`src/hw/rtl/lfu_pkg.sv`:
```
// Shared types and constants for the LFU key-value table.
`default_nettype none

package lfu_pkg;

   localparam int unsigned KEY_W   = 31;
   localparam int unsigned VALUE_W = 31;
   localparam int unsigned COUNT_W = 32;
   localparam int unsigned CAP_W   = 5;

   localparam logic             KIND_GET  = 1'b0;
   localparam logic             KIND_PUT  = 1'b1;
   localparam logic [CAP_W-1:0] CAP_RESET = 5'd16;

   typedef struct packed {
      logic               kind;
      logic [KEY_W-1:0]   key;
      logic [VALUE_W-1:0] value;
   } req_type;

   typedef struct packed {
      logic               hit;
      logic [VALUE_W-1:0] read_value;
      logic               evicted;
   } rsp_type;

   typedef enum logic [2:0] {
      ST_IDLE,
      ST_SCAN,
      ST_DECIDE,
      ST_SWEEP,
      ST_COMMIT,
      ST_RESP
   } state_type;

   typedef struct packed {
      logic start;
      logic step;
      logic sweep_mode;
      logic decide;
      logic commit;
      logic load_rsp;
   } cmd_type;

   typedef struct packed {
      logic pass_done;
      logic need_sweep;
      logic out_free;
   } sts_type;

endpackage

`default_nettype wire

```
`src/hw/rtl/lfu_ctrl.sv`:
```
// Sequencer that steps the table datapath through scan, update and response.
`default_nettype none

module lfu_ctrl
   import lfu_pkg::*;
(
   input  wire logic    clock,
   input  wire logic    reset,
   input  wire logic    req_valid,
   output logic         req_stall,
   input  wire sts_type sts,
   output cmd_type      cmd
);

   state_type state_ff;
   state_type state_in;

   always_ff @(posedge clock) begin
      if (reset) begin
         state_ff <= ST_IDLE;
      end else begin
         state_ff <= state_in;
      end
   end

   always_comb begin
      state_in = state_ff;
      case (state_ff)
         ST_IDLE: begin
            if (req_valid) begin
               state_in = ST_SCAN;
            end
         end
         ST_SCAN: begin
            if (sts.pass_done) begin
               state_in = ST_DECIDE;
            end
         end
         ST_DECIDE: begin
            state_in = sts.need_sweep ? ST_SWEEP : ST_COMMIT;
         end
         ST_SWEEP: begin
            if (sts.pass_done) begin
               state_in = ST_COMMIT;
            end
         end
         ST_COMMIT: begin
            state_in = ST_RESP;
         end
         ST_RESP: begin
            if (sts.out_free) begin
               state_in = ST_IDLE;
            end
         end
         default: begin
            state_in = ST_IDLE;
         end
      endcase
   end

   always_comb begin
      cmd       = '0;
      req_stall = 1'b1;
      case (state_ff)
         ST_IDLE: begin
            req_stall = 1'b0;
            cmd.start = req_valid;
         end
         ST_SCAN: begin
            cmd.step = 1'b1;
         end
         ST_DECIDE: begin
            cmd.decide = 1'b1;
         end
         ST_SWEEP: begin
            cmd.step       = 1'b1;
            cmd.sweep_mode = 1'b1;
         end
         ST_COMMIT: begin
            cmd.commit = 1'b1;
         end
         ST_RESP: begin
            cmd.load_rsp = sts.out_free;
         end
         default: begin
            cmd = '0;
         end
      endcase
   end

endmodule

`default_nettype wire

```
`src/hw/rtl/lfu_dpath.sv`:
```
// Entry memory, valid bits, scan registers and output register of the LFU table.
`default_nettype none

module lfu_dpath
   import lfu_pkg::*;
#(
   parameter int unsigned MAX_ENTRIES = 16
)
(
   input  wire logic             clock,
   input  wire logic             reset,
   input  wire req_type          req_data,
   output logic                  rsp_valid,
   input  wire logic             rsp_stall,
   output rsp_type               rsp_data,
   input  wire logic             csr_valid,
   output logic                  csr_ready,
   input  wire logic [CAP_W-1:0] csr_data,
   input  wire cmd_type          cmd,
   output sts_type               sts
);

   localparam int unsigned IW   = (MAX_ENTRIES > 1) ? $clog2(MAX_ENTRIES) : 1;
   localparam int unsigned CNTW = $clog2(MAX_ENTRIES + 1);
   localparam int unsigned RW   = IW;
   localparam int unsigned CMPW = (CNTW > CAP_W) ? CNTW : CAP_W;
   localparam logic [CNTW-1:0] LAST = CNTW'(MAX_ENTRIES);

   typedef struct packed {
      logic [KEY_W-1:0]   key;
      logic [VALUE_W-1:0] data;
      logic [COUNT_W-1:0] count;
      logic [RW-1:0]      rank;
   } entry_type;

   entry_type mem [MAX_ENTRIES];

   // Control state.
   logic [CAP_W-1:0]       capacity_ff, capacity_in;
   logic [MAX_ENTRIES-1:0] valid_ff, valid_in;
   logic [CNTW-1:0]        occ_ff, occ_in;
   logic [CNTW-1:0]        cnt_ff, cnt_in;
   logic                   rd_vld_ff, rd_vld_in;
   logic                   rsp_valid_ff, rsp_valid_in;

   // Payload state.
   req_type                req_ff, req_in;
   entry_type              rd_data_ff;
   logic [IW-1:0]          rd_idx_ff, rd_idx_in;
   logic                   match_found_ff, match_found_in;
   logic [IW-1:0]          match_idx_ff, match_idx_in;
   entry_type              match_ent_ff, match_ent_in;
   logic                   vic_any_ff, vic_any_in;
   logic [IW-1:0]          vic_idx_ff, vic_idx_in;
   logic [COUNT_W-1:0]     vic_count_ff, vic_count_in;
   logic [RW-1:0]          vic_rank_ff, vic_rank_in;
   logic                   free_found_ff, free_found_in;
   logic [IW-1:0]          free_idx_ff, free_idx_in;
   logic                   dec_hit_ff, dec_hit_in;
   logic                   dec_ins_ff, dec_ins_in;
   logic                   dec_ev_ff, dec_ev_in;
   logic [RW-1:0]          thr_ff, thr_in;
   logic [IW-1:0]          skip_idx_ff, skip_idx_in;
   logic [IW-1:0]          slot_ff, slot_in;
   rsp_type                res_ff, res_in;
   rsp_type                rsp_data_ff, rsp_data_in;

   logic [IW-1:0]   rd_addr;
   logic            issue;
   logic            ent_v;
   logic            is_put;
   logic [CMPW-1:0] cap_ext;
   logic [CMPW-1:0] cap_eff;
   logic [CMPW-1:0] occ_ext;
   logic            hit_c;
   logic            ins_c;
   logic            ev_c;
   logic [CNTW-1:0] occ_m1;
   logic [CNTW-1:0] occ_base;
   logic            mem_we;
   logic [IW-1:0]   mem_waddr;
   entry_type       mem_wdata;

   assign rd_addr = cnt_ff[IW-1:0];
   assign issue   = cmd.step && (cnt_ff != LAST);
   assign ent_v   = valid_ff[rd_idx_ff];
   assign is_put  = (req_ff.kind == KIND_PUT);

   assign cap_ext = CMPW'(capacity_ff);
   assign cap_eff = (cap_ext > CMPW'(MAX_ENTRIES)) ? CMPW'(MAX_ENTRIES) : cap_ext;
   assign occ_ext = CMPW'(occ_ff);

   // A full table always holds a valid victim, since the capacity is nonzero.
   assign hit_c = match_found_ff;
   assign ins_c = !hit_c && is_put && (cap_eff != '0);
   assign ev_c  = ins_c && (occ_ext >= cap_eff);

   assign occ_m1   = occ_ff - CNTW'(1);
   assign occ_base = dec_ev_ff ? occ_m1 : occ_ff;

   assign sts.pass_done  = (cnt_ff == LAST) && !rd_vld_ff;
   assign sts.need_sweep = hit_c || ev_c;
   assign sts.out_free   = !rsp_valid_ff || !rsp_stall;

   assign csr_ready = 1'b1;
   assign rsp_valid = rsp_valid_ff;
   assign rsp_data  = rsp_data_ff;

   always_comb begin
      capacity_in    = capacity_ff;
      valid_in       = valid_ff;
      occ_in         = occ_ff;
      cnt_in         = cnt_ff;
      rd_vld_in      = issue;
      rd_idx_in      = rd_addr;
      rsp_valid_in   = rsp_valid_ff;
      req_in         = req_ff;
      match_found_in = match_found_ff;
      match_idx_in   = match_idx_ff;
      match_ent_in   = match_ent_ff;
      vic_any_in     = vic_any_ff;
      vic_idx_in     = vic_idx_ff;
      vic_count_in   = vic_count_ff;
      vic_rank_in    = vic_rank_ff;
      free_found_in  = free_found_ff;
      free_idx_in    = free_idx_ff;
      dec_hit_in     = dec_hit_ff;
      dec_ins_in     = dec_ins_ff;
      dec_ev_in      = dec_ev_ff;
      thr_in         = thr_ff;
      skip_idx_in    = skip_idx_ff;
      slot_in        = slot_ff;
      res_in         = res_ff;
      rsp_data_in    = rsp_data_ff;
      mem_we         = 1'b0;
      mem_waddr      = rd_idx_ff;
      mem_wdata      = rd_data_ff;

      if (csr_valid) begin
         capacity_in = csr_data;
      end

      if (issue) begin
         cnt_in = cnt_ff + CNTW'(1);
      end

      if (cmd.start) begin
         req_in         = req_data;
         cnt_in         = '0;
         match_found_in = 1'b0;
         vic_any_in     = 1'b0;
         free_found_in  = 1'b0;
      end

      // Scan: first key match, lowest count with oldest rank, first free slot.
      if (rd_vld_ff && !cmd.sweep_mode) begin
         if (ent_v && (rd_data_ff.key == req_ff.key) && !match_found_ff) begin
            match_found_in = 1'b1;
            match_idx_in   = rd_idx_ff;
            match_ent_in   = rd_data_ff;
         end
         if (ent_v && (!vic_any_ff || (rd_data_ff.count < vic_count_ff) ||
             ((rd_data_ff.count == vic_count_ff) && (rd_data_ff.rank < vic_rank_ff)))) begin
            vic_any_in   = 1'b1;
            vic_idx_in   = rd_idx_ff;
            vic_count_in = rd_data_ff.count;
            vic_rank_in  = rd_data_ff.rank;
         end
         if (!ent_v && !free_found_ff) begin
            free_found_in = 1'b1;
            free_idx_in   = rd_idx_ff;
         end
      end

      if (cmd.decide) begin
         cnt_in      = '0;
         dec_hit_in  = hit_c;
         dec_ins_in  = ins_c;
         dec_ev_in   = ev_c;
         thr_in      = hit_c ? match_ent_ff.rank : vic_rank_ff;
         skip_idx_in = hit_c ? match_idx_ff : vic_idx_ff;
         // The evicted slot is free too, so the lower of the two is used.
         if (ev_c && (!free_found_ff || (vic_idx_ff < free_idx_ff))) begin
            slot_in = vic_idx_ff;
         end else begin
            slot_in = free_idx_ff;
         end
         if (ev_c) begin
            valid_in[vic_idx_ff] = 1'b0;
         end
      end

      // Sweep: close the gap in the recency order left by the touched or evicted entry.
      if (rd_vld_ff && cmd.sweep_mode) begin
         if (ent_v && (rd_idx_ff != skip_idx_ff) && (rd_data_ff.rank > thr_ff)) begin
            mem_we         = 1'b1;
            mem_waddr      = rd_idx_ff;
            mem_wdata      = rd_data_ff;
            mem_wdata.rank = rd_data_ff.rank - RW'(1);
         end
      end

      if (cmd.commit) begin
         if (dec_hit_ff) begin
            mem_we          = 1'b1;
            mem_waddr       = match_idx_ff;
            mem_wdata.key   = match_ent_ff.key;
            mem_wdata.data  = is_put ? req_ff.value : match_ent_ff.data;
            mem_wdata.count = (match_ent_ff.count == '1) ? match_ent_ff.count
                                                         : match_ent_ff.count + COUNT_W'(1);
            mem_wdata.rank  = occ_m1[RW-1:0];
         end else if (dec_ins_ff) begin
            mem_we           = 1'b1;
            mem_waddr        = slot_ff;
            mem_wdata.key    = req_ff.key;
            mem_wdata.data   = req_ff.value;
            mem_wdata.count  = COUNT_W'(1);
            mem_wdata.rank   = occ_base[RW-1:0];
            valid_in[slot_ff] = 1'b1;
            occ_in           = occ_base + CNTW'(1);
         end
         res_in.hit        = dec_hit_ff;
         res_in.read_value = (dec_hit_ff && !is_put) ? match_ent_ff.data : '0;
         res_in.evicted    = dec_ev_ff;
      end

      if (cmd.load_rsp) begin
         rsp_valid_in = 1'b1;
         rsp_data_in  = res_ff;
      end else if (!rsp_stall) begin
         rsp_valid_in = 1'b0;
      end
   end

   always_ff @(posedge clock) begin
      if (reset) begin
         capacity_ff  <= CAP_RESET;
         valid_ff     <= '0;
         occ_ff       <= '0;
         cnt_ff       <= '0;
         rd_vld_ff    <= 1'b0;
         rsp_valid_ff <= 1'b0;
      end else begin
         capacity_ff  <= capacity_in;
         valid_ff     <= valid_in;
         occ_ff       <= occ_in;
         cnt_ff       <= cnt_in;
         rd_vld_ff    <= rd_vld_in;
         rsp_valid_ff <= rsp_valid_in;
      end
   end

   always_ff @(posedge clock) begin
      req_ff         <= req_in;
      rd_idx_ff      <= rd_idx_in;
      match_found_ff <= match_found_in;
      match_idx_ff   <= match_idx_in;
      match_ent_ff   <= match_ent_in;
      vic_any_ff     <= vic_any_in;
      vic_idx_ff     <= vic_idx_in;
      vic_count_ff   <= vic_count_in;
      vic_rank_ff    <= vic_rank_in;
      free_found_ff  <= free_found_in;
      free_idx_ff    <= free_idx_in;
      dec_hit_ff     <= dec_hit_in;
      dec_ins_ff     <= dec_ins_in;
      dec_ev_ff      <= dec_ev_in;
      thr_ff         <= thr_in;
      skip_idx_ff    <= skip_idx_in;
      slot_ff        <= slot_in;
      res_ff         <= res_in;
      rsp_data_ff    <= rsp_data_in;
   end

   always_ff @(posedge clock) begin
      if (issue) begin
         rd_data_ff <= mem[rd_addr];
      end
   end

   always_ff @(posedge clock) begin
      if (mem_we) begin
         mem[mem_waddr] <= mem_wdata;
      end
   end

endmodule

`default_nettype wire

```
`src/hw/rtl/lfu_cache_table_top.sv`:
```
// Top level of the LFU key-value table: controller plus datapath.
//
//   Channel  Direction  Handshake          Payload
//   req_     in         req_valid/stall    req_type  {kind, key, value}
//   rsp_     out        rsp_valid/stall    rsp_type  {hit, read_value, evicted}
//   csr_     in         csr_valid/ready    capacity (5 bits)
//
// One request is in flight at a time. A pass over the entry memory reads one entry
// per cycle; a hit or an eviction adds a second pass that renumbers the recency
// ranks. The next request can be taken in the same cycle that the response turns
// valid, even while that response waits under rsp_stall; the block then holds at
// its end until the output frees. Reset is synchronous and clears the valid bits
// at once.
`default_nettype none

module lfu_cache_table_top
   import lfu_pkg::*;
#(
   parameter int unsigned MAX_ENTRIES = 16
)
(
   input  wire logic             clock,
   input  wire logic             reset,
   input  wire logic             req_valid,
   output logic                  req_stall,
   input  wire req_type          req_data,
   output logic                  rsp_valid,
   input  wire logic             rsp_stall,
   output rsp_type               rsp_data,
   input  wire logic             csr_valid,
   output logic                  csr_ready,
   input  wire logic [CAP_W-1:0] csr_data
);

   cmd_type cmd;
   sts_type sts;

   lfu_ctrl u_ctrl (
      .clock     (clock),
      .reset     (reset),
      .req_valid (req_valid),
      .req_stall (req_stall),
      .sts       (sts),
      .cmd       (cmd)
   );

   lfu_dpath #(
      .MAX_ENTRIES (MAX_ENTRIES)
   ) u_dpath (
      .clock     (clock),
      .reset     (reset),
      .req_data  (req_data),
      .rsp_valid (rsp_valid),
      .rsp_stall (rsp_stall),
      .rsp_data  (rsp_data),
      .csr_valid (csr_valid),
      .csr_ready (csr_ready),
      .csr_data  (csr_data),
      .cmd       (cmd),
      .sts       (sts)
   );

endmodule

`default_nettype wire
```
`config.mk`:
```
export PLATFORM = sky130hd
export DESIGN_NAME = lfu_cache_table_top
export DESIGN_NICKNAME = d
export VERILOG_FILES = /design/src/hw/rtl/lfu_pkg.sv /design/src/hw/rtl/lfu_ctrl.sv /design/src/hw/rtl/lfu_dpath.sv /design/src/hw/rtl/lfu_cache_table_top.sv
export SDC_FILE = /design/constraint.sdc
export NUM_CORES = 2
export LEC_CHECK = 0
export BUFFER_PORTS_ARGS = -buffer_cell sky130_fd_sc_hd__buf_2
export CORE_UTILIZATION = 45
export DETAILED_ROUTE_END_ITERATION = 8
export RECOVER_POWER = 100
export SLEW_MARGIN = 40
export SYNTH_ARGS = -nofsm -noshare
export SYNTH_HDL_FRONTEND = slang
export SYNTH_SLANG_ARGS = --single-unit
```
`constraint.sdc`:
```
create_clock -name clock -period 8.55 [get_ports clock]
set_input_delay 2.565 -clock clock [delete_from_list [all_inputs] [get_ports clock]]
set_output_delay 2.565 -clock clock [all_outputs]
set_load 0.1 [all_outputs]
```
# After elaboration in Yosys (flattened, before gate mapping)
# Memories as Yosys holds them, arrays and structs flattened. A register that Yosys moved wholly into a read port is not among the register bits.
# Cells that the tools add are included.
# W data, S select, Z words.
# word_totals
mem_count	1
mem_bits_rw	1568
word_cells	170
out_inout_bits	36
input_bits	73
reg_bits	333
# op_classes
bitwise	4
n_addsub	5
order_cmp	11
n_reduce_logical	41
muxes	57
eq_ne	16
# mem_list
memory	words	width	rd	rd_clocked_by_memory_dff	wr	line_no	source
u_dpath.mem	16	98	1	1	1	lfu_dpath.sv:36	entry_type mem [MAX_ENTRIES];
# op_table
cell	count
$mux W98	3
$mux W16	5
$add A32 B1 Y32 const B	1
$eq A32 B32 Y1	1
$eq A32 B32 Y1 const B	1
$lt A32 B32 Y1	1
$mux W32	1
$mux W4	8
$eq A31 B31 Y1	1
$mux W31	1
$mux W1	28
$logic_and A1 B1 Y1	18
$pmux W3 S6	1
$and A16 B16 Y16	1
$not A16 Y16	1
$or A16 B16 Y16	1
$lt A4 B5 Y1 const B	3
$mux W3	5
$add A5 B1 Y5 const B	2
$mux W5	2
$logic_not A1 Y1	9
$demux W1 S4	2
$ge A4 B1 Y1 const B	2
$lt A4 B4 Y1	2
23 further kinds	34

# Depth between registers and ports, before layout
# logic_depth
depth_word	12
depth_mapped	11
ltp_nobuf	10

# Hierarchy
# Synthesis repeated with hierarchy kept, for this count alone.
# unflattened
cells_unflattened	3564
area_unflattened_um2	77206.5
# by_module_without_submodules
module	area_each_um2	instances	cells_each	seq_area_each_um2
lfu_dpath	76935.0	1	3532	59537.1
lfu_ctrl	271.5	1	32	60.1

# Worst setup path after synthesis
# Ideal clock, no wire load.
# synth_timing
path_type	flip-flop to flip-flop
startpoint	register u_dpath.cnt_ff[1]
endpoint	register u_dpath.cnt_ff[2]
setup_ns	0.065
setup_slack_ns	2.049
n_path_buf	3
stages_incl_launch_ff	11
period_less_slack_ns	6.501
arrival_ns	6.436
required_time_ns	8.485
cell_sequence	dfxtp_1 clkbuf_1 clkbuf_1 buf_1 inv_1 ha_1 nor4bb_1 nor2_1 nand2_1 xor2_1 nor2_1
# synth_between
elab_chain_len	2
word_cells_on_any_way	3
cone_classes	add/sub (1); eq/ne (1); reduce/logical (1)
# synth_lines
item	line_no	source
start: declaration	lfu_dpath.sv:42	logic [CNTW-1:0] cnt_ff, cnt_in;
start signal: assignment	lfu_dpath.sv:247	cnt_ff <= cnt_in;
$ne A5 B5 Y1	lfu_dpath.sv:85	assign issue = cmd.step && (cnt_ff != LAST);
$logic_and A1 B1 Y1	lfu_dpath.sv:85	
named net u_dpath.issue	lfu_dpath.sv:69	logic issue;
# The timed path passes the listed nets, and every way through them passes these cells.
# A chain may end at the register's enable or synchronous reset.

==> out/results.ini <==
[outcome]
status = finished, violations left
violations = capacitance limit, slew limit

[critical_path]
cpLargestDelayFamily = buffers and inverters
cp_data_arrival_time_ns = 6.88
crit_fanout = 44
crit_chain = or3b_4, clkinvlp_2, buf_4, nand2_1, clkbuf_1, o21ai_0, clkbuf_1
rr_endpoint = u_dpath.mem[14][19]$_DFFE_PP_
critPathMaxStageDelay_ns = 1.43
cp-endpoint = u_dpath.mem[14][19]$_DFFE_PP_
startpoint_type = flip-flop
worstPathBufferInverterCount = 4
cp.required_ns = 9.00
reg2regPathDepth = 7
r2r-start = u_ctrl.state_ff[1]$_SDFFE_PP0P_
r2r_slack_ns = 2.12
cp_common_cell = clkbuf_1
crit_slowest_cell = clkbuf_1
cp-end-kind = flip-flop
startpoint = u_ctrl.state_ff[1]$_SDFFE_PP0P_
critPathKind = flip-flop to flip-flop
path_depth = 7

[drt]
firstDrtPassIters = 5
drtIter0Drc = 3552
drtAntennaViolNets = 0
vias = 36570
drc = 0
wirelength_um = 175400
routed_via_density = 5.864
wl_per_cell_um = 28.12

[logic_synthesis]
syn-cell-area_um2 = 77080
seq_area_frac_synth_pct = 77.32
synth_flop_cell = edfxtp_1
yosysWarnings = 0
synth_cell_type_count = 70
async_flop_share_pct = 0
synthCells = 3583
synth_seq_cells = 1999
synth_fp_nets = 3709
synth_edf_count = 1956
synth_area_per_cell_um2 = 21.51

[timing]
finalSetupViolCount = 0
slew_violations = 762
worst_slack_ns = 2.121
hold_viol_final = 0
clock-skew-final_ns = 0.03880
tightest_slew_ns = 4.208
hold_slack_ns = 0.4148
slew_headroom_pct = -180.5
fmax_ghz = 0.1555
timing.final.crit_share_pct = 75.19
rsz0062_at_grt = false
period_needed_ns = 6.429
fin_tns_setup_ns = 0

[final_layout]
insertedDiodeCount = 0
fin_nets = 3983
layout_commonest_cell = edfxtp_1
final_cell_mix = edfxtp_1 (1956), mux4_2 (493), clkbuf_16 (203)
finalInstanceArea_um2 = 87150
final_core_util_pct = 51.37
final-seq-area_um2 = 59600
synthToLayoutAreaGrowth_pct = 13.06
stdcell_count = 6237
nFillCells = 13310
drive_gt1_share_pct = 22.72
multi_input_area_um2 = 16600

[floorplanning]
die-area_um2 = 172900
die-height_um = 415.9
start_util_pct = 45.43
core_area_um2 = 169700
rows = 151
io_pins = 109
die_w_um = 415.9

[power]
irDropWorstVdd_mv = 0.2334
power_mw = 23.84
powerDensity_nw_per_um2 = 273.6
cellLeakagePower_nw = 26.55

[clocking]
ctsHoldBuffers = 0
clock_latency_ns = 0.83
cts_sinks = 1999
post_cts.repair.setup_buffers = 0
cts_resized = 0
tritoncts = done
clockBufferDepth = 3
clk_pin_slew_ns = 0.06
cts_buffers = 198
cts_root_buf = clkbuf_16
htree_levels = 4

[placement]
dp_hpwl_um = 90440
dpl.cell_count = 5868
portBuffers = 107
dpl_cell_area_um2 = 81360
place_congestion = 0.7718
pre_cts_slack_ns = 3.834

[global_route]
grt_antenna_before_repair = 7
grt_overflow = 0
grt_pass1_vias = 37010
grt_max_degree = 99
grt_first_pass_wirelength_um = 256900
track_usage_pct = 20.45

[worst_hold_path]
min-delay-path-class = flip-flop to flip-flop

[flow_run]
cap_violations = 26

==> area by class of cell <==
class | count | share of cell area (%)
inverter | 62 | 0.2699
tap | 2218 | 3.184
clock buffer | 247 | 6.042
multi-input combinational | 1346 | 19.05
clock inverter | 115 | 1.159
sequential | 1999 | 68.40
timing repair buffer | 250 | 1.902
==> synthesized netlist by cell type (all sizes together) (2+ instances only) <==
library cell  number  area share [%]
and3               9           0.073
nor3              13           0.091
and4               5           0.057
and2              32            0.26
a2111oi            2           0.023
mux4             493              14
a21o               5           0.049
nor2b             43            0.35
o31ai              2           0.019
o21ai            132            0.86
or3                4           0.032
nand2b             9           0.073
o21bai             2           0.019
a21boi             2           0.019
dfxtp             43             1.1
o2111ai            2           0.023
inv               62            0.30
a22oi             35            0.34
nand2            117            0.57
buf               68            0.42
xor2              53            0.60
nand4             25            0.21
nor2              56            0.27
nand3b             3           0.029
a211oi             3           0.045
edfxtp          1956              76
or2                6           0.049
a221o              2           0.026
clkbuf           108            0.53
or4                3           0.029
nor4b              3           0.034
a21oi             71            0.46
nor3b              7           0.075
xnor2             25            0.28
a31oi             36            0.31
o22ai              3           0.024
mux2               8            0.12
nor4              14            0.13
a221oi             2           0.023
nand3             38            0.25
mux2i              8            0.10
ha                53            0.86
o211ai             7           0.068
==> cells by family (layout without fill, tap and decap cells) <==
group	Yosys count	after routing	synth area share (%)
and+or+nand+nor	390	390	2.623
DFF	1999	1999	77.32
adders and majority gates	53	53	0.8603
other	1	1	0.004865
muxes	509	509	14.63
AOI/OAI and AO/OA	315	315	2.425
xor gates and xnor gates	78	78	0.8863
buffers and inverters	238	674	1.252
==> where the power goes <==
group | total [mW] | switching [mW] | internal [mW]
clock | 8.42 | 3.63 | 4.78
combinational | 3.18 | 1.98 | 1.20
sequential | 12.2 | 0.314 | 11.9
total | 23.8 | 5.93 | 17.9
==> routing by layer <==
metal / wire (um) / part of all wire, % / global-route usage (%)
met3: 10550 / 6.0 / 3.513
met2: 82390 / 47 / 31.46
met1: 79030 / 45 / 30.40
met4: 3422 / 2.0 / 5.329
met5: 0 / 0 / 0
==> worst min-delay path by stage <==
stage | start | to | slack [ns] | cells past startpoint
after CTS | u_dpath.res_ff[29]$_SDFFCE_PN0P_ | u_dpath.rsp_data[29]$_DFFE_PP_ | 0.42 | 0
after global routing | u_dpath.res_ff[21]$_SDFFCE_PN0P_ | u_dpath.rsp_data[21]$_DFFE_PP_ | 0.42 | 0
after detailed placement | u_dpath.res_ff[12]$_SDFFCE_PN0P_ | u_dpath.rsp_data[12]$_DFFE_PP_ | 0.41 | 0
final | u_dpath.res_ff[29]$_SDFFCE_PN0P_ | u_dpath.rsp_data[29]$_DFFE_PP_ | 0.41 | 0
after floorplan | u_dpath.cnt_ff[3]$_SDFFE_PP0P_ | u_dpath.rd_idx_ff[3]$_DFF_P_ | 0.35 | 0
after global placement | u_dpath.res_ff[27]$_SDFFCE_PN0P_ | u_dpath.rsp_data[27]$_DFFE_PP_ | 0.41 | 0
==> state kept, by name (all words and copies together), names as in the netlist, 3 cells and up <==
signal / count
u_dpath.vic_count_ff: 32
u_dpath.slot_ff: 4
u_dpath.vic_rank_ff: 4
u_dpath.cnt_ff: 5
u_dpath.free_idx_ff: 4
u_dpath.res_ff: 33
u_dpath.match_ent_ff: 98
u_dpath.rsp_data: 33
u_dpath.match_idx_ff: 4
u_dpath.rd_idx_ff: 4
u_dpath.occ_ext: 5
u_dpath.valid_ff: 16
u_dpath.mem: 1568
u_dpath.skip_idx_ff: 4
u_dpath.vic_idx_ff: 4
u_dpath.rd_data_ff: 98
u_dpath.cap_ext: 5
u_ctrl.state_ff: 3
u_dpath.req_ff: 62
u_dpath.thr_ff: 4
No activity file was read; power rests on OpenSTA's default activity.
